--- src/evff_pkg.sv ---
`timescale 1ns / 1ps
package evff_pkg;

    // Sample and coordinate widths
    localparam int ELEV_W = 16;
    localparam int COL_W  = 12;
    localparam int TICK_W = COL_W + 1;
    localparam int ROW_LEN = 2 ** COL_W;

    // Raw store: slot, row of three, column. Filled store: slot, row of two, column.
    localparam int RAW_AW    = 1 + 2 + COL_W;
    localparam int FIL_AW    = 1 + 1 + COL_W;
    localparam int RAW_DEPTH = 2 * 4 * ROW_LEN;
    localparam int FIL_DEPTH = 2 * 2 * ROW_LEN;

    // Neighbour mean arithmetic
    localparam int CNT_W  = 4;
    localparam int ACC_W  = ELEV_W + 3;
    localparam int NUM_W  = ACC_W + 2;
    localparam int MAG_W  = NUM_W - 1;
    localparam int DCNT_W = 5;

    localparam int CFG_IDX_W = 1;

    typedef enum logic [CFG_IDX_W-1:0] {
        REG_MIN_ELEV  = 1'b0,
        REG_TILE_SIDE = 1'b1
    } t_reg_idx;

    // Read phases of one fill window; name gives the raw-store read of that phase
    typedef enum logic [2:0] {
        PH_CUR_X  = 3'd0,
        PH_LEFT   = 3'd1,
        PH_DOWN_X = 3'd2,
        PH_DOWN_R = 3'd3,
        PH_DOWN_L = 3'd4
    } t_rd_phase;

    typedef struct packed {
        logic                     raw_we;
        logic [RAW_AW-1:0]        raw_waddr;
        logic signed [ELEV_W-1:0] raw_wdata;
        logic                     rd_en;
        t_rd_phase                rd_phase;
        logic                     res_slot;
        logic [COL_W-1:0]         res_row;
        logic [COL_W-1:0]         res_col;
        logic [COL_W-1:0]         res_side;
        logic [1:0]               res_i3;
        logic                     res_par;
        logic                     div_start;
        logic                     fin;
        logic                     last;
        logic signed [ELEV_W-1:0] min_elev;
    } t_dp_cmd;

    typedef struct packed {
        logic is_void;
        logic cnt_nz;
        logic div_busy;
        logic out_full;
    } t_dp_status;

endpackage

--- src/evff_in_if.sv ---
`timescale 1ns / 1ps
interface evff_in_if;
    logic                              valid;
    logic                              ready;
    logic signed [evff_pkg::ELEV_W-1:0] elevation_in;
    logic                              tile_start;

    modport source (output valid, output elevation_in, output tile_start, input ready);
    modport sink (input valid, input elevation_in, input tile_start, output ready);
endinterface

--- src/evff_cfg_if.sv ---
`timescale 1ns / 1ps
interface evff_cfg_if;
    logic                                 valid;
    logic                                 ready;
    logic [evff_pkg::CFG_IDX_W-1:0]        index;
    logic [evff_pkg::ELEV_W-1:0]           data;

    modport source (output valid, output index, output data, input ready);
    modport sink (input valid, input index, input data, output ready);
endinterface

--- src/evff_ctrl.sv ---
`timescale 1ns / 1ps
module evff_ctrl (
    input  logic                 i_clk,
    input  logic                 i_rst_n,
    evff_in_if.sink              i_sample,
    evff_cfg_if.sink             i_cfg,
    input  evff_pkg::t_dp_status i_stat,
    output evff_pkg::t_dp_cmd    o_cmd
);
    import evff_pkg::*;

    typedef enum logic [2:0] {
        ST_IDLE,
        ST_READ,
        ST_DRAIN,
        ST_CHECK,
        ST_DIV,
        ST_FIN
    } t_state;

    t_state                   r_state, n_state;
    t_rd_phase                r_phase, n_phase;
    logic signed [ELEV_W-1:0] r_min_elev, n_min_elev;
    logic [COL_W-1:0]         r_tile_side, n_tile_side;
    logic                     r_cur, n_cur;
    logic                     r_sel, n_sel;
    logic                     r_em_cur, n_em_cur;
    logic                     r_rcv, n_rcv;
    logic [COL_W-1:0]         r_in_row, n_in_row, r_in_col, n_in_col;
    logic [1:0]               r_in_i3, n_in_i3;
    logic                     r_live [2], n_live [2];
    logic [COL_W-1:0]         r_side [2], n_side [2];
    logic [TICK_W-1:0]        r_ticks [2], n_ticks [2];
    logic [COL_W-1:0]         r_orow [2], n_orow [2];
    logic [COL_W-1:0]         r_ocol [2], n_ocol [2];
    logic [1:0]               r_oi3 [2], n_oi3 [2];
    logic                     r_opar [2], n_opar [2];
    logic                     em [2];
    logic [TICK_W-1:0]        lim [2];
    logic [COL_W-1:0]         side_new;
    logic                     accept;
    t_dp_cmd                  cmd;

    assign accept      = i_sample.valid && i_sample.ready;
    assign i_sample.ready = (r_state == ST_IDLE);
    assign i_cfg.ready = 1'b1;
    assign side_new    = (r_tile_side == '0) ? COL_W'(1) : r_tile_side;

    always_comb begin
        n_state     = r_state;
        n_phase     = r_phase;
        n_min_elev  = r_min_elev;
        n_tile_side = r_tile_side;
        n_cur       = r_cur;
        n_sel       = r_sel;
        n_em_cur    = r_em_cur;
        n_rcv       = r_rcv;
        n_in_row    = r_in_row;
        n_in_col    = r_in_col;
        n_in_i3     = r_in_i3;
        n_live      = r_live;
        n_side      = r_side;
        n_ticks     = r_ticks;
        n_orow      = r_orow;
        n_ocol      = r_ocol;
        n_oi3       = r_oi3;
        n_opar      = r_opar;
        for (int k = 0; k < 2; k++) begin
            em[k]  = 1'b0;
            lim[k] = '0;
        end

        cmd           = '0;
        cmd.rd_phase  = r_phase;
        cmd.res_slot  = r_sel;
        cmd.res_row   = r_orow[r_sel];
        cmd.res_col   = r_ocol[r_sel];
        cmd.res_side  = r_side[r_sel];
        cmd.res_i3    = r_oi3[r_sel];
        cmd.res_par   = r_opar[r_sel];
        cmd.min_elev  = r_min_elev;
        cmd.raw_wdata = i_sample.elevation_in;

        // Register writes
        if (i_cfg.valid) begin
            if (i_cfg.index == REG_MIN_ELEV) begin
                n_min_elev = i_cfg.data;
            end else begin
                n_tile_side = i_cfg.data[COL_W-1:0];
            end
        end

        case (r_state)
            ST_IDLE: begin
                if (accept) begin
                    // Tile start: drop the older tile, abandon an unfinished one
                    if (i_sample.tile_start) begin
                        n_live[~r_cur] = 1'b0;
                        if (r_rcv) begin
                            n_live[r_cur] = 1'b0;
                        end
                        n_cur           = ~r_cur;
                        n_live[~r_cur]  = 1'b1;
                        n_side[~r_cur]  = side_new;
                        n_ticks[~r_cur] = '0;
                        n_orow[~r_cur]  = side_new;
                        n_ocol[~r_cur]  = side_new - COL_W'(1);
                        n_oi3[~r_cur]   = 2'd0;
                        n_opar[~r_cur]  = 1'b0;
                        n_rcv           = 1'b1;
                        n_in_row        = side_new;
                        n_in_col        = side_new - COL_W'(1);
                        n_in_i3         = 2'd0;
                    end
                    // Store the raw sample and advance the input position
                    if (n_rcv) begin
                        cmd.raw_we    = 1'b1;
                        cmd.raw_waddr = {n_cur, n_in_i3, n_in_col};
                        if (n_in_col == '0) begin
                            if (n_in_row == COL_W'(1)) begin
                                n_rcv = 1'b0;
                            end else begin
                                n_in_row = n_in_row - COL_W'(1);
                                n_in_col = n_side[n_cur] - COL_W'(1);
                                n_in_i3  = (n_in_i3 == 2'd2) ? 2'd0 : n_in_i3 + 2'd1;
                            end
                        end else begin
                            n_in_col = n_in_col - COL_W'(1);
                        end
                    end
                    // Count steps per live tile; results flow once the lag is met
                    for (int k = 0; k < 2; k++) begin
                        lim[k] = {1'b0, n_side[k]} + TICK_W'(2);
                        if (n_live[k] && (n_ticks[k] < lim[k])) begin
                            n_ticks[k] = n_ticks[k] + TICK_W'(1);
                        end
                        em[k] = n_live[k] && (n_ticks[k] >= lim[k]);
                    end
                    n_em_cur = em[n_cur];
                    n_phase  = PH_CUR_X;
                    if (em[~n_cur]) begin
                        n_sel   = ~n_cur;
                        n_state = ST_READ;
                    end else if (em[n_cur]) begin
                        n_sel   = n_cur;
                        n_state = ST_READ;
                    end
                end
            end
            ST_READ: begin
                cmd.rd_en = 1'b1;
                if (r_phase == PH_DOWN_L) begin
                    n_state = ST_DRAIN;
                end else begin
                    n_phase = t_rd_phase'(r_phase + 3'd1);
                end
            end
            ST_DRAIN: begin
                n_state = ST_CHECK;
            end
            ST_CHECK: begin
                if (i_stat.is_void && i_stat.cnt_nz) begin
                    cmd.div_start = 1'b1;
                    n_state       = ST_DIV;
                end else begin
                    n_state = ST_FIN;
                end
            end
            ST_DIV: begin
                if (!i_stat.div_busy) begin
                    n_state = ST_FIN;
                end
            end
            ST_FIN: begin
                if (!i_stat.out_full) begin
                    cmd.fin  = 1'b1;
                    cmd.last = (r_sel != r_cur) ? !r_em_cur : 1'b1;
                    // Advance the output position of this tile
                    if (r_ocol[r_sel] == '0) begin
                        if (r_orow[r_sel] == COL_W'(1)) begin
                            n_live[r_sel] = 1'b0;
                        end else begin
                            n_orow[r_sel] = r_orow[r_sel] - COL_W'(1);
                            n_ocol[r_sel] = r_side[r_sel] - COL_W'(1);
                            n_oi3[r_sel]  = (r_oi3[r_sel] == 2'd2) ? 2'd0
                                                                  : r_oi3[r_sel] + 2'd1;
                            n_opar[r_sel] = ~r_opar[r_sel];
                        end
                    end else begin
                        n_ocol[r_sel] = r_ocol[r_sel] - COL_W'(1);
                    end
                    if ((r_sel != r_cur) && r_em_cur) begin
                        n_sel   = r_cur;
                        n_phase = PH_CUR_X;
                        n_state = ST_READ;
                    end else begin
                        n_state = ST_IDLE;
                    end
                end
            end
            default: begin
                n_state = ST_IDLE;
            end
        endcase
    end

    always_ff @(posedge i_clk) begin
        if (!i_rst_n) begin
            r_state     <= ST_IDLE;
            r_phase     <= PH_CUR_X;
            r_min_elev  <= '0;
            r_tile_side <= COL_W'(1200);
            r_cur       <= 1'b0;
            r_sel       <= 1'b0;
            r_em_cur    <= 1'b0;
            r_rcv       <= 1'b0;
            r_in_row    <= '0;
            r_in_col    <= '0;
            r_in_i3     <= '0;
            for (int k = 0; k < 2; k++) begin
                r_live[k]  <= 1'b0;
                r_side[k]  <= '0;
                r_ticks[k] <= '0;
                r_orow[k]  <= '0;
                r_ocol[k]  <= '0;
                r_oi3[k]   <= '0;
                r_opar[k]  <= 1'b0;
            end
        end else begin
            r_state     <= n_state;
            r_phase     <= n_phase;
            r_min_elev  <= n_min_elev;
            r_tile_side <= n_tile_side;
            r_cur       <= n_cur;
            r_sel       <= n_sel;
            r_em_cur    <= n_em_cur;
            r_rcv       <= n_rcv;
            r_in_row    <= n_in_row;
            r_in_col    <= n_in_col;
            r_in_i3     <= n_in_i3;
            r_live      <= n_live;
            r_side      <= n_side;
            r_ticks     <= n_ticks;
            r_orow      <= n_orow;
            r_ocol      <= n_ocol;
            r_oi3       <= n_oi3;
            r_opar      <= n_opar;
        end
    end

    assign o_cmd = cmd;
endmodule

--- src/flat_wrapper.sv ---
// flat-port wrapper written by rule: the top's interface ports become plain ports
module evff_ctrl_flat import evff_pkg::*;
  (i_clk, i_rst_n, i_stat, o_cmd, i_sample_valid, i_sample_elevation_in, i_sample_tile_start, i_sample_ready, i_cfg_valid, i_cfg_index, i_cfg_data, i_cfg_ready);
  evff_in_if i_sample_i ();
  evff_cfg_if i_cfg_i ();
  input  logic i_clk;
  input  logic i_rst_n;
  input  evff_pkg::t_dp_status i_stat;
  output evff_pkg::t_dp_cmd o_cmd;
  input wire logic [$bits(i_sample_i.valid)-1:0] i_sample_valid;
  input wire logic [$bits(i_sample_i.elevation_in)-1:0] i_sample_elevation_in;
  input wire logic [$bits(i_sample_i.tile_start)-1:0] i_sample_tile_start;
  output wire logic [$bits(i_sample_i.ready)-1:0] i_sample_ready;
  input wire logic [$bits(i_cfg_i.valid)-1:0] i_cfg_valid;
  input wire logic [$bits(i_cfg_i.index)-1:0] i_cfg_index;
  input wire logic [$bits(i_cfg_i.data)-1:0] i_cfg_data;
  output wire logic [$bits(i_cfg_i.ready)-1:0] i_cfg_ready;
  assign i_sample_i.valid = i_sample_valid;
  assign i_sample_i.elevation_in = i_sample_elevation_in;
  assign i_sample_i.tile_start = i_sample_tile_start;
  assign i_sample_ready = i_sample_i.ready;
  assign i_cfg_i.valid = i_cfg_valid;
  assign i_cfg_i.index = i_cfg_index;
  assign i_cfg_i.data = i_cfg_data;
  assign i_cfg_ready = i_cfg_i.ready;
  evff_ctrl u_core (.i_clk(i_clk), .i_rst_n(i_rst_n), .i_sample(i_sample_i), .i_cfg(i_cfg_i), .i_stat(i_stat), .o_cmd(o_cmd));
endmodule
--- config.mk ---
export PLATFORM = sky130hd
export DESIGN_NAME = evff_ctrl_flat
export DESIGN_NICKNAME = d
export VERILOG_FILES = /design/src/evff_pkg.sv /design/src/evff_in_if.sv /design/src/evff_cfg_if.sv /design/src/evff_ctrl.sv /design/src/flat_wrapper.sv
export SDC_FILE = /design/constraint.sdc
export NUM_CORES = 1
export LEC_CHECK = 0
export ABC_AREA = 1
export BUFFER_PORTS_ARGS = -buffer_cell sky130_fd_sc_hd__buf_4
export CAP_MARGIN = 20
export CORE_MARGIN = 2
export CORE_UTILIZATION = 52
export DETAILED_ROUTE_END_ITERATION = 8
export GPL_TIMING_DRIVEN = 0
export HOLD_SLACK_MARGIN = 0.02
export PLACE_DENSITY = 0.8
export SLEW_MARGIN = 10
export SYNTH_ARGS = -nofsm -noshare
export SYNTH_HDL_FRONTEND = slang
export SYNTH_SLANG_ARGS = --single-unit
--- constraint.sdc ---
create_clock -name i_clk -period 10.45 [get_ports i_clk]
set_clock_uncertainty 0.05 [all_clocks]
set_input_delay 1.045 -clock i_clk [delete_from_list [all_inputs] [get_ports i_clk]]
set_output_delay 1.045 -clock i_clk [all_outputs]
set_load 0.01 [all_outputs]
==> flow_summary.yaml <==
routing:
  antenna_left: 0
  routed_via_density: 5.746
  vias: 13910
  drc: 0
  first_pass_iters: 6
  wl_per_cell_um: 17.47
  drtIter0Drc: 1381
  wirelength_um: 42300
logic_synthesis:
  yosysUniqueCellTypes: 54
  yosysSeqAreaShare_pct: 27.36
  yosys_warnings: 0
  synth_ff_type: "dfxtp_1"
  synth-async-reset-ratio_pct: 0
  ys_seq_elements: 170
  synth_nets: 2043
  netlist_instances: 1948
  avgSynthCellArea_sq_um: 6.386
  synth_edf_count: 0
  syn_area_sq_um: 12440
global_route:
  grt_pass1_wl_um: 66300
  grt_usage_pct: 33.70
  grt_antenna_before_repair: 0
  overflow: 0
  grt_pass1_vias: 12970
  grt_max_degree: 19
sta:
  worstMarginPinSlew_ns: 1.052
  finalSetupViolations: 0
  fmax_mhz: 170.2
  slew_violations: 0
  fin_crit_sh_pct: 56.22
  tns_ns: 0
  max_slew_margin_pct: 29.11
  hold_violations: 0
  period_minus_slack_ns: 5.874
  hold_ws_ns: 0.4119
  rsz0062_at_grt: "no"
worst_setup_path:
  critPathCaptureType: "flop"
  crit_slowest_cell: "o21ai_2"
  cp_data_arrival_time_ns: 6.17
  worstPathRequired_ns: 10.75
  critPathMaxFanout: 10
  critPathLaunchType: "input pin"
  path_class: "in -> reg"
  path_common_cell: "nand2_1"
  cpPeakStageDelay_ns: 0.35
  r2r_cells: 31
cts:
  cts_num_sinks: 170
  post_cts_resized: 0
  clk_latency_ns: 0.45
  cts_buffer_depth: 2
  cts_root_buf: "clkbuf_16"
  cts_tree: "built"
  htree_levels: 4
  post-cts-setup-buffers: 0
  cts_buffers: 17
  clk_pin_slew_ns: 0.08
  hold_buffers: 0
floorplanning:
  die_h_um: 158.7
  io_pins: 139
  dieArea_sq_um: 25170
  core_area_sq_um: 23470
  rows: 56
  die_w_um: 158.7
  start_util_pct: 53.00
layout:
  fin_nets: 2184
  antenna_cells: 0
  mostFrequentLayoutCells: "nand2_1, inv_1, nor2_1"
  multi_input_area_sq_um: 7564
  design_area_sq_um: 14370
  drive_gt1_share_pct: 12.46
  final_common_cell: "nand2_1"
  final_cells: 2421
  seqCellArea_sq_um: 3403
  num-fill-cells: 2211
  area_growth_pct: 15.49
power:
  ir_worst_vdd_uv: 257.5
  p_per_area_nw_per_um2: 301.6
  p_leak_nw: 6.886
  power_mw: 4.333
place:
  dp.cells: 2388
  placed_area_sq_um: 13750
  numPortBuffers: 121
  gp_congestion: 1.005
  post-dp-hpwl_um: 32440
flow_run:
  max_cap_violations: 0
worst_hold_path:
  holdPathStages: 2
  hold_path.class: "reg -> reg"
run_status:
  status: "complete, no violations"
synth_stat cells, types with 3 or more instances:
cell type,number,area [sq um]
a211oi_1,8,60.06
a21o_1,3,22.52
a21oi_1,162,810.8
a221oi_1,4,35.03
a22oi_1,3,22.52
a31oi_1,3,18.77
buf_2,11,55.05
buf_4,18,135.1
buf_6,6,67.56
clkbuf_1,62,232.7
clkinv_1,6,22.52
dfxtp_1,170,3403
ha_1,53,663.1
inv_1,249,934.7
inv_2,5,18.77
nand2_1,339,1272
nand2_2,9,56.30
nand3_1,96,480.5
nand3_2,3,30.03
nand3b_1,4,30.03
nand4_1,17,106.4
nor2_1,234,878.3
nor2_2,5,31.28
nor2_4,6,67.56
nor3_1,26,130.1
nor4_1,13,81.33
o2111ai_1,3,26.28
o211ai_1,14,105.1
o21a_1,6,45.04
o21ai_0,225,1126
o21ai_1,10,50.05
o21ai_2,6,52.55
o21bai_1,9,67.56
o22ai_1,19,118.9
or2_2,29,181.4
xnor2_1,10,87.58
xor2_1,81,709.4
power breakdown:
group | leakage, nW | total [mW] | internal (mW) | switching [mW]
Sequential | 1.40 | 0.911 | 0.817 | 0.0941
Clock | 0.300 | 0.675 | 0.352 | 0.323
Combinational | 5.19 | 2.75 | 0.912 | 1.84
state kept, by name, summed over array words and instances, names as in the netlist, 2 cells and up:
signal and count:
u_core.r_ticks 26, u_core.r_ocol 24, u_core.r_orow 24, u_core.r_side 24, u_core.r_min_elev 16, u_core.r_in_col 12
u_core.r_in_row 12, u_core.r_tile_side 12, u_core.r_oi3 4, u_core.r_phase 3, u_core.r_state 3, u_core.r_in_i3 2
u_core.r_live 2, u_core.r_opar 2
metal layers:
metal	part of all wire, %	vias to the layer above	GRT usage [%]
met1	40	6352	42.26
met2	45	750	53.72
met4	5.1	0	18.62
li1	-	6647	-
met3	9.8	161	7.431
met5	0	-	0
metrics by stage:
| step | setup slack, ns | utilization, % |
|---|---|---|
| CTS | 4.723 | 61.18 |
| global route | 4.209 | 61.20 |
| finish | 4.576 | 61.20 |
| floorplan | 5.399 | - |
| detailed placement | 4.279 | 58.57 |
| global placement | 4.367 | 58.57 |
path summary, 6_finish.rpt:
kind | start | endpoint | slack (ns)
setup / recovery | i_sample_tile_start | u_core.r_state[0]$_SDFFE_PN0P_ | 4.58
hold / removal | u_core.r_opar[1]$_SDFFE_PN0P_ | u_core.r_opar[1]$_SDFFE_PN0P_ | 0.41
setup reg to reg | u_core.r_tile_side[7]$_SDFFE_PN1P_ | u_core.r_state[0]$_SDFFE_PN0P_ | 4.69
hold reg to reg | u_core.r_opar[1]$_SDFFE_PN0P_ | u_core.r_opar[1]$_SDFFE_PN0P_ | 0.41
logic make-up after synthesis:
logic type,count (synthesis),synth area share (%)
AO/OA/AOI/OAI,483,21.24
XOR/XNOR,91,6.407
adder cells (fa/ha/maj),53,5.331
buffers and inverters,358,11.84
flip-flops,170,27.36
multiplexers,3,0.2515
other,1,0.03015
AND/OR/NAND/NOR,789,27.54
cell type report:
class / count / share of cell area [%]
Clock inverter: 14 / 1.219
Inverter: 261 / 6.837
Timing Repair Buffer: 122 / 6.358
Sequential cell: 170 / 23.69
Buffer: 97 / 3.414
Clock buffer: 18 / 3.057
Tap cell: 319 / 2.778
Multi-Input combinational cell: 1420 / 52.65
worst max-delay path, delay by kind of cell:
family | cells | cell delay [ns]
and+or+nand+nor | 19 | 2.08
AOI/OAI and AO/OA | 8 | 1.36
adders and majority gates | 2 | 0.59
xor gates and xnor gates | 2 | 0.56
buffers and inverters | 4 | 0.51
(Power assumes the default switching activity.)
